--- config.mk ---
export PLATFORM = sky130hd
export DESIGN_NAME = iosa_front
export DESIGN_NICKNAME = d
export VERILOG_FILES = /design/src/rtl/core/io_operation_stats_accumulator_defines.svh /design/src/rtl/core/iosa_pkg.sv /design/src/rtl/core/iosa_front.sv
export SDC_FILE = /design/constraint.sdc
export NUM_CORES = 1
export LEC_CHECK = 0
export BUFFER_PORTS_ARGS = -buffer_cell sky130_fd_sc_hd__buf_2
export CELL_PAD_IN_SITES_DETAIL_PLACEMENT = 0
export CELL_PAD_IN_SITES_GLOBAL_PLACEMENT = 1
export CORE_MARGIN = 2
export CORE_UTILIZATION = 44
export DETAILED_ROUTE_END_ITERATION = 10
export PLACE_DENSITY = 0.87
export SLEW_MARGIN = 20
export SYNTH_ARGS = -nofsm -noshare
export SYNTH_HDL_FRONTEND = slang
export SYNTH_SLANG_ARGS = --single-unit
--- constraint.sdc ---
create_clock -name i_clk -period 10.32 [get_ports i_clk]
set_input_delay 2.064 -clock i_clk [delete_from_list [all_inputs] [get_ports i_clk]]
set_output_delay 2.064 -clock i_clk [all_outputs]
set_load 0.01 [all_outputs]
--- src/rtl/core/io_operation_stats_accumulator_defines.svh ---
// ----------------------------------------------------------------------------
// I/O operation statistics - assertion macros
// Concurrent check wrappers; empty when built for synthesis.
// ----------------------------------------------------------------------------
`ifndef IO_OPERATION_STATS_ACCUMULATOR_DEFINES_SVH
`define IO_OPERATION_STATS_ACCUMULATOR_DEFINES_SVH

`ifndef SYNTHESIS
// condition must hold at every edge out of reset
`define IOSA_ASSERT(lbl, clk, rst_n, cond) \
    lbl: assert property (@(posedge clk) disable iff (!rst_n) (cond)) \
        else $error("assertion failed");
// antecedent implies consequent in the same cycle
`define IOSA_ASSERT_IMP(lbl, clk, rst_n, ante, cons) \
    lbl: assert property (@(posedge clk) disable iff (!rst_n) (ante) |-> (cons)) \
        else $error("assertion failed");
`else
`define IOSA_ASSERT(lbl, clk, rst_n, cond)
`define IOSA_ASSERT_IMP(lbl, clk, rst_n, ante, cons)
`endif

`endif

--- src/rtl/core/iosa_pkg.sv ---
// ----------------------------------------------------------------------------
// iosa_pkg
// Shared types and constants of the I/O operation statistics block.
// ----------------------------------------------------------------------------
package iosa_pkg;

    localparam int NUM_OBJECTS_DEF = 64;
    localparam int NUM_OPS_DEF     = 8;

    localparam int OBJ_W  = 6;
    localparam int OP_W   = 4;
    localparam int CNT_W  = 32;
    localparam int SUM_W  = 64;

    localparam int IN_TDATA_W  = 104;
    localparam int IN_TUSER_W  = 7;
    localparam int OUT_TDATA_W = 448;

    // one input record as it sits in the queue
    typedef struct packed {
        logic             completed;
        logic             aborted;
        logic             is_async;
        logic [CNT_W-1:0] latency;
        logic [CNT_W-1:0] done_bytes;
        logic [CNT_W-1:0] asked_bytes;
    } t_rec;

    // table entry; last member lands in the lowest bits
    typedef struct packed {
        logic [CNT_W-1:0] async_total;
        logic [SUM_W-1:0] failure_bytes_sum;
        logic [CNT_W-1:0] failure_total;
        logic [CNT_W-1:0] size_mean;
        logic [CNT_W-1:0] size_max;
        logic [CNT_W-1:0] size_min;
        logic [CNT_W-1:0] latency_mean;
        logic [CNT_W-1:0] latency_max;
        logic [CNT_W-1:0] latency_min;
        logic [SUM_W-1:0] complete_bytes_sum;
        logic [CNT_W-1:0] complete_total;
        logic [CNT_W-1:0] request_total;
    } t_entry;

    // back end status seen by the front end
    typedef struct packed {
        logic pop;
        logic clearing;
    } t_back_stat;

endpackage

--- src/rtl/core/iosa_front.sv ---
// ----------------------------------------------------------------------------
// iosa_front
// Takes records, drops out-of-range ones, forms the table address and
// holds up to two records for the back end.
// ----------------------------------------------------------------------------
module iosa_front #(
    parameter int NUM_OBJECTS = iosa_pkg::NUM_OBJECTS_DEF,
    parameter int NUM_OPS     = iosa_pkg::NUM_OPS_DEF,
    parameter int AW          = 9
) (
    input  logic                            i_clk,
    input  logic                            i_rst_n,
    input  logic                            i_tvalid,
    output logic                            o_tready,
    input  logic [iosa_pkg::IN_TDATA_W-1:0] i_tdata,
    input  logic [iosa_pkg::IN_TUSER_W-1:0] i_tuser,
    input  iosa_pkg::t_back_stat            i_back,
    output logic                            o_q_valid,
    output iosa_pkg::t_rec                  o_q_rec,
    output logic [AW-1:0]                   o_q_addr
);

    logic [iosa_pkg::OBJ_W-1:0] w_obj;
    logic [iosa_pkg::OP_W-1:0]  w_op;
    logic                       w_in_range;
    logic [31:0]                w_addr_full;
    logic                       w_push;
    iosa_pkg::t_rec             w_rec;

    iosa_pkg::t_rec r_q_rec  [2];
    logic [AW-1:0]  r_q_addr [2];
    logic           r_wr_ptr;
    logic           r_rd_ptr;
    logic [1:0]     r_cnt;

    assign w_obj = i_tdata[5:0];
    assign w_op  = i_tuser[3:0];

    assign w_in_range = (32'(w_obj) < 32'(NUM_OBJECTS)) && (w_op != '0)
                        && (32'(w_op) <= 32'(NUM_OPS));
    assign w_addr_full = 32'(w_obj) * 32'(NUM_OPS) + 32'(w_op) - 32'd1;

    always_comb begin
        w_rec.completed   = i_tuser[4];
        w_rec.aborted     = i_tuser[5];
        w_rec.is_async    = i_tuser[6];
        w_rec.latency     = i_tdata[37:6];
        w_rec.done_bytes  = i_tdata[69:38];
        w_rec.asked_bytes = i_tdata[101:70];
    end

    assign o_tready = !i_back.clearing && (r_cnt != 2'd2);
    assign w_push   = i_tvalid && o_tready && w_in_range;

    always_ff @(posedge i_clk) begin
        if (!i_rst_n) begin
            r_wr_ptr <= 1'b0;
            r_rd_ptr <= 1'b0;
            r_cnt    <= 2'd0;
        end else begin
            if (w_push) begin
                r_q_rec[r_wr_ptr]  <= w_rec;
                r_q_addr[r_wr_ptr] <= w_addr_full[AW-1:0];
                r_wr_ptr           <= !r_wr_ptr;
            end
            if (i_back.pop) begin
                r_rd_ptr <= !r_rd_ptr;
            end
            r_cnt <= r_cnt + 2'(w_push) - 2'(i_back.pop);
        end
    end

    assign o_q_valid = (r_cnt != 2'd0);
    assign o_q_rec   = r_q_rec[r_rd_ptr];
    assign o_q_addr  = r_q_addr[r_rd_ptr];

endmodule

==> run metrics, run 1 <==
Syn-to-layout area delta=26.1%; critical path class=reg -> out; first-pass GRT wire length=23800 um; top cell type's share of synthesized area=77.3%; top-count cell post-synth=edfxtp_1; Hold Startpoint=r_wr_ptr$_SDFFE_PN0P_; reg-to-reg setup timing slack=7590 ps; RSZ-0062 raised after global routing=no; Mean Syn Cell Area=20.3 um^2; number of global-route vias before repair=4821; synth cell count leaders=edfxtp_1, mux2_2, inv_1; final slew viol count=0; synth unique cells=29; setup violators final=0; root buf cell=clkbuf_16; setup bufs post-CTS=0; synth warn=0; via count=4454; Maximum Capacitance Violations=0; Seq/Total Area, Yosys=78.5%; Sequential Area=6590 um^2; CTS Sinks=221; Worst Path Arrival=2630 ps; placed insts=862; Most Used Layer, Global Route=met2; outcome=complete, no violations; io pins=226; Multi-input gate area=1680 um^2; Site Rows=50; fmax=213 MHz; initial core utilization=44.9%; gpl congestion=0.731; top cells by area, synth=edfxtp_1, mux2_2, ha_1, dfxtp_1, inv_1; Post-synth EDFFs=216; reg2reg start=r_cnt[0]$_SDFF_PN0_; antenna-violating nets left=0; critical path capture point type=output pin; leakage power=3.98 nW; Hold Path End=r_wr_ptr$_SDFFE_PN0P_; total gr overflow=0; Sum Neg Setup Slack=0 ps; die span in x=142 um; Setup WS pre-CTS=5340 ps; Core Region=18700 um^2; CP Max Fanout=56; Hold Path Class=reg -> reg; initial antenna violation count=1; placed inst area=9770 um^2; largest net degree at the start of global routing=63; Tot GR Track Use=14.8%; Power Total=2.06 mW; Final Critical Period=4700 ps; flops & latches, synth=221; clock-pin slew on the worst setup and hold paths=60 ps; drt via density=4.92; Post-synth ARST share=0%; diode count=0; Reg-to-Reg End=r_q_addr[1][6]$_DFFE_PP_; CP Launch Type=flip-flop; Post-Layout Cell Count=906; CTS tree=done; die height=142 um; final number of hold-violating endpoints=0; Detail Placement HPWL=10300 um; Worst Reg-to-Reg Cells=5; post-cts sizing count=0; cts hold-fix bufs=0; Core Util, Final=56.6%; final net count=783; Syn Inst Count=413; Detailed Routing Iterations Pass 1=4; pwr dens=194 nW/um^2; Num CTS Buffers=24; met1 GRT Util=16.5%; share of cells above drive strength 1=55.7%; Synthesized Nets=542; post-synthesis cell area=8400 um^2; Synth area leader=edfxtp_1; IO buf count=223; met2 usage=27.5%; full die area=20200 um^2; top_reg_cell synth=edfxtp_1; DRC=0; # H-tree levels=1; hold_ws=544 ps; Peak VDD IR=160 uV; maximum clock path buffer count=3; Initial DRC Count=116; final WL=15600 um; fill count=1457; routed len/inst=17.2 um; Hold Path Cell Cnt=2; Max-slew headroom=41.1%; critical path data required time=8260 ps; fin area=10600 um^2; worst slew pin tran=884 ps; Worst Slack Setup Final=5620 ps; Clock Skew=6.37 ps; Final period util=45.5%; Clock Latency Late Sink=500 ps; M3 GR Usage=3.97%
## registers in the layout (all words and copies together) (netlist names), named ones only
register / count
r_rd_ptr: 1
r_cnt: 2
r_wr_ptr: 1
r_q_addr: 18
r_q_rec: 198
## critical path, cell delays in order (launching register included)
cell and delay, ps:
dfxtp_4 780, buf_4 690, mux2_2 420, buf_2 150
## layer usage
layer  wire length, um  share of wire, %
met2              8200                53
met3              1080               7.0
met5                 0                 0
met4               434               2.8
met1              5860                38
## power by group
part | internal, mW | leakage, nW | switching (mW)
clock network | 0.550 | 0.403 | 0.322
registers | 1.01 | 1.99 | 0.0121
logic | 0.0848 | 1.59 | 0.0814
## cells in the final DEF (no fill, tap or decap), types with 2 or more instances in the layout
| cell | synthesis | layout |
|---|---|---|
| mux2_2 | 108 | 108 |
| o21ai_0 | 3 | 3 |
| bufinv_16 | 0 | 4 |
| clkbuf_1 | 0 | 7 |
| a21o_1 | 2 | 2 |
| ha_1 | 12 | 12 |
| inv_1 | 18 | 18 |
| xnor2_1 | 7 | 7 |
| nor2b_1 | 2 | 2 |
| a21oi_1 | 4 | 4 |
| dfxtp_1 | 5 | 4 |
| buf_2 | 9 | 223 |
| clkinv_2 | 0 | 5 |
| clkinv_1 | 0 | 2 |
| clkbuf_16 | 0 | 25 |
| buf_4 | 0 | 4 |
| edfxtp_1 | 216 | 216 |
| a31oi_1 | 2 | 2 |
| and2_1 | 4 | 4 |
| xor2_1 | 2 | 2 |
## worst max path at each step
stage	endpoint	slack, ps	depth (start not counted)
final	o_q_addr[1]	5620	3
after global routing	o_q_addr[2]	5460	3
after CTS	o_q_rec[0]	5580	3
after detailed placement	r_q_addr[1][1]$_DFFE_PP_	5340	8
after global placement	r_q_addr[1][0]$_DFFE_PP_	5450	8
after floorplan	r_q_addr[0][0]$_DFFE_PP_	2530	6
## final cells by class
class,count,area share (%)
clock buffers,33,6.29
multi-input cells,162,15.8
flip-flops and latches,221,62.2
inverters,18,0.638
well taps,234,2.76
repair buffers,227,10.8
clock inverters,11,1.44
## logic make-up after synthesis
logic type	Yosys count	synth area share, %
flops	221	78.5
fa+ha+maj	13	2.03
simple gates	15	1.04
mux	108	14.5
xor+xnor	9	0.939
compound gates	17	1.31
buf+inv	30	1.74
Power figures use the tool's default switching activity.
==> inputs of run 2 (changes only) <==
ABC_AREA = 1   (was unset)
clock period = 4.77 ns   (was 10.32 ns; I/O delays follow)
==> run metrics, run 2 <==
leakage power=4.19 nW (+5.1%); Mean Syn Cell Area=18.9 um^2 (-6.9%); Final period util=69.4%; worst slew pin tran=878 ps (-5.67 ps); post-synthesis cell area=8550 um^2 (+1.9%); met2 usage=26.7% (-0.74 points); Initial DRC Count=192 (+66%); critical path capture point type=output pin; initial core utilization=45.3% (+0.39 points); reg2reg start=r_cnt[1]$_SDFF_PN0_; clock share of power=40.2% (-2.2 points); critical path class=reg -> out; cts hold-fix bufs=0 (unchanged); most frequent cells in the layout=buf_2, edfxtp_1, mux2_2, inv_1, nand2_1; Detailed Routing Iterations Pass 1=6 (+2); Clock Skew=6.37 ps (+0.000940 ps); gpl congestion=0.776 (+6.1%); initial antenna violation count=2 (+1); Syn Inst Count=452 (+9.4%); Syn-to-layout area delta=25.4%; pwr dens=399 nW/um^2 (+110%); Core Region=18900 um^2 (+1.0%); cell internal pwr=3.41 mW (+110%); # H-tree levels=1 (unchanged); DRC=0 (unchanged); Most Used Layer, Global Route=met2; number of global-route vias before repair=4797 (-0.50%); Num CTS Buffers=23 (-4.2%); Post-Synth XOR/XNOR Area=0.614% (-0.32 points); Peak VDD IR=172 uV (+7.5%); Sum Neg Setup Slack=0 ps (unchanged); top-count cell post-synth=edfxtp_1; synth cell count leaders=edfxtp_1, mux2_2, inv_1; first-pass GRT wire length=23500 um (-0.93%); synth warn=0 (unchanged); top cell type's share of synthesized area=75.8% (-1.4 points); Final Critical Period=3310 ps; Post-Synth Adder-Cell Area=1.99% (-0.037 points); Post-Synth Simple-Gate Area=2.49% (+1.4 points); Sw Ratio=20.2% (-0.021 points); Setup WS pre-CTS=1770 ps (-3580 ps); met1 GRT Util=16.1% (-0.31 points); Post-Layout Cell Count=970 (+7.1%); IO buf count=223 (unchanged); placed insts=927 (+7.5%); reg-to-reg setup timing slack=2690 ps (-4900 ps); Max-slew headroom=41.5% (+0.38 points); Top reg by flops=r_q_rec; top_reg_cell synth=edfxtp_1; Seq/Total Area, Yosys=77.0% (-1.4 points); Worst Path Arrival=2360 ps (-270 ps); Clock Latency Late Sink=480 ps (-20 ps); Hold Path Class=reg -> reg; Largest regs=r_q_rec: 198 flops, r_q_addr: 18 flops, r_cnt: 2 flops; top cells by area, synth=edfxtp_1, mux2_2, mux2_4, ha_1, inv_1; setup violators final=0 (unchanged); Reg-to-Reg End=r_q_addr[0][7]$_DFFE_PP_; M3 GR Usage=3.57% (-0.40 points); total gr overflow=0 (unchanged); fmax=302 MHz; post-cts sizing count=0 (unchanged); root buf cell=clkbuf_16; final number of hold-violating endpoints=0 (unchanged); Post-synth EDFFs=216 (unchanged); CTS tree=done; Maximum Capacitance Violations=0 (unchanged); Tot GR Track Use=14.5% (-0.30 points); placed inst area=9980 um^2 (+2.1%); routed len/inst=16.2 um (-5.6%); Post-synth ARST share=0% (unchanged); CP Launch Type=flip-flop; RSZ-0062 raised after global routing=no; Hold Startpoint=r_rd_ptr$_SDFFE_PN0P_; final net count=821 (+4.9%); Detail Placement HPWL=10600 um (+3.1%); antenna-violating nets left=0 (unchanged); final WL=15800 um (+1.1%); commonest non-fill, non-tap cell in the layout=buf_2; fin area=10700 um^2 (+1.3%); critical path data required time=3820 ps (-4440 ps); maximum clock path buffer count=3 (unchanged); flops & latches, synth=221 (unchanged); Synthesized Nets=581 (+7.2%); Synth area leader=edfxtp_1; CP Max Fanout=60 (+7.1%); Synth Area in Compound Gates=0.234% (-1.1 points); combinational power share=8.4% (+0.3 points); max reg flops=198 (unchanged); outcome=complete, no violations; Worst Slack Setup Final=1460 ps (-4170 ps); io pins=226 (unchanged); via count=4609 (+3.5%); Worst Reg-to-Reg Cells=6 (+1); Hold Path Cell Cnt=2 (unchanged); Hold Path End=r_rd_ptr$_SDFFE_PN0P_; Reg power frac=51.4% (+1.9 points); drt via density=4.75 (-3.3%); Power Total=4.28 mW (+110%); final slew viol count=0 (unchanged); largest net degree at the start of global routing=66 (+4.8%); die span in x=143 um (+0.91%); setup bufs post-CTS=0 (unchanged); Site Rows=50 (unchanged); die height=143 um (+0.91%); full die area=20600 um^2 (+1.8%); share of cells above drive strength 1=52.7% (-3.0 points); Net Switching=0.864 mW (+110%); largest family of logic cells by synthesized area=multiplexers; synth unique cells=19 (-34%); clock-pin slew on the worst setup and hold paths=60 ps (about the same); CTS Sinks=221 (unchanged); post-synthesis mux area share=15.1% (+0.61 points)
[run 2: changes by cell type in the layout (fill, tap and decap cells not counted), moves of 3 or more]
| cell | before | now |
|---|---|---|
| nand2_1 | 1 | 33 |
| mux2_2 | 108 | 88 |
| mux2_4 | 0 | 20 |
| inv_1 | 18 | 35 |
| nand3_1 | 0 | 7 |
| nor2_1 | 1 | 8 |
| and2_1 | 4 | 0 |
| clkbuf_1 | 7 | 4 |
| xnor2_1 | 7 | 4 |
[run 2: worst max-delay path: stages (launching register included)]
cell and delay [ps]:
dfxtp_4 920, buf_12 370, mux2_2 380, buf_2 140
[run 2: area by class of cell]
| class | count | area, um^2 |
|---|---|---|
| Antenna cell | 2 | 5.00 |
| Multi-Input combinational cell | 183 | 1750 |
| Clock buffer | 28 | 604 |
| Inverter | 36 | 138 |
| Fill cell | 1480 | 8160 |
| Sequential cell | 221 | 6590 |
| Tap cell | 260 | 325 |
| Clock inverter | 13 | 141 |
| Timing Repair Buffer | 227 | 1170 |
[run 2: power by group through the flow]
stage | logic, mW | clock network (mW) | registers, mW
after global placement | 0.351 | 0 | 2.24
after detailed placement | 0.363 | 0 | 2.24
after global routing | 0.394 | 1.85 | 2.20
after CTS | 0.365 | 1.77 | 2.20
final | 0.360 | 1.72 | 2.20
after floorplan | 0.233 | 0 | 2.22
[run 2: per-layer routing]
layer	share of wire, %	vias up
li1	-	2169
met1	38	2258
met2	52	149
met3	7.2	33
met4	2.4	0
met5	0	-
[run 2: worst max path at each step]
stage | startpoint | end | slack (ps) | cells past startpoint
after global routing | flip-flop | o_q_rec[23] | 1350 | 3
after global placement | i_tuser[1] | r_q_addr[0][1]$_DFFE_PP_ | 1840 | 8
after floorplan | i_tuser[1] | r_q_addr[1][0]$_DFFE_PP_ | 70 | 6
final | flip-flop | o_q_rec[77] | 1460 | 3
after CTS | flip-flop | o_q_rec[23] | 1420 | 3
after detailed placement | i_tuser[1] | r_q_rec[0][18]$_DFFE_PP_ | 1770 | 8
[run 2: logic make-up (layout without fill, tap and decap cells)]
group	Yosys count	after routing
compound gates	4	4
flops	221	221
fa+ha+maj	13	13
simple gates	52	52
other cells	0	2
mux	108	108
xor+xnor	6	6
buf+inv	48	304
[run 2: through the flow]
step           hold WS (ps)  utilization [%]
6_report                517             56.8
4_1_cts                 522             56.8
2_1_floorplan           480                -
3_5_place_dp            505             52.8
5_1_grt                 542             56.8
3_3_place_gp            498             52.8
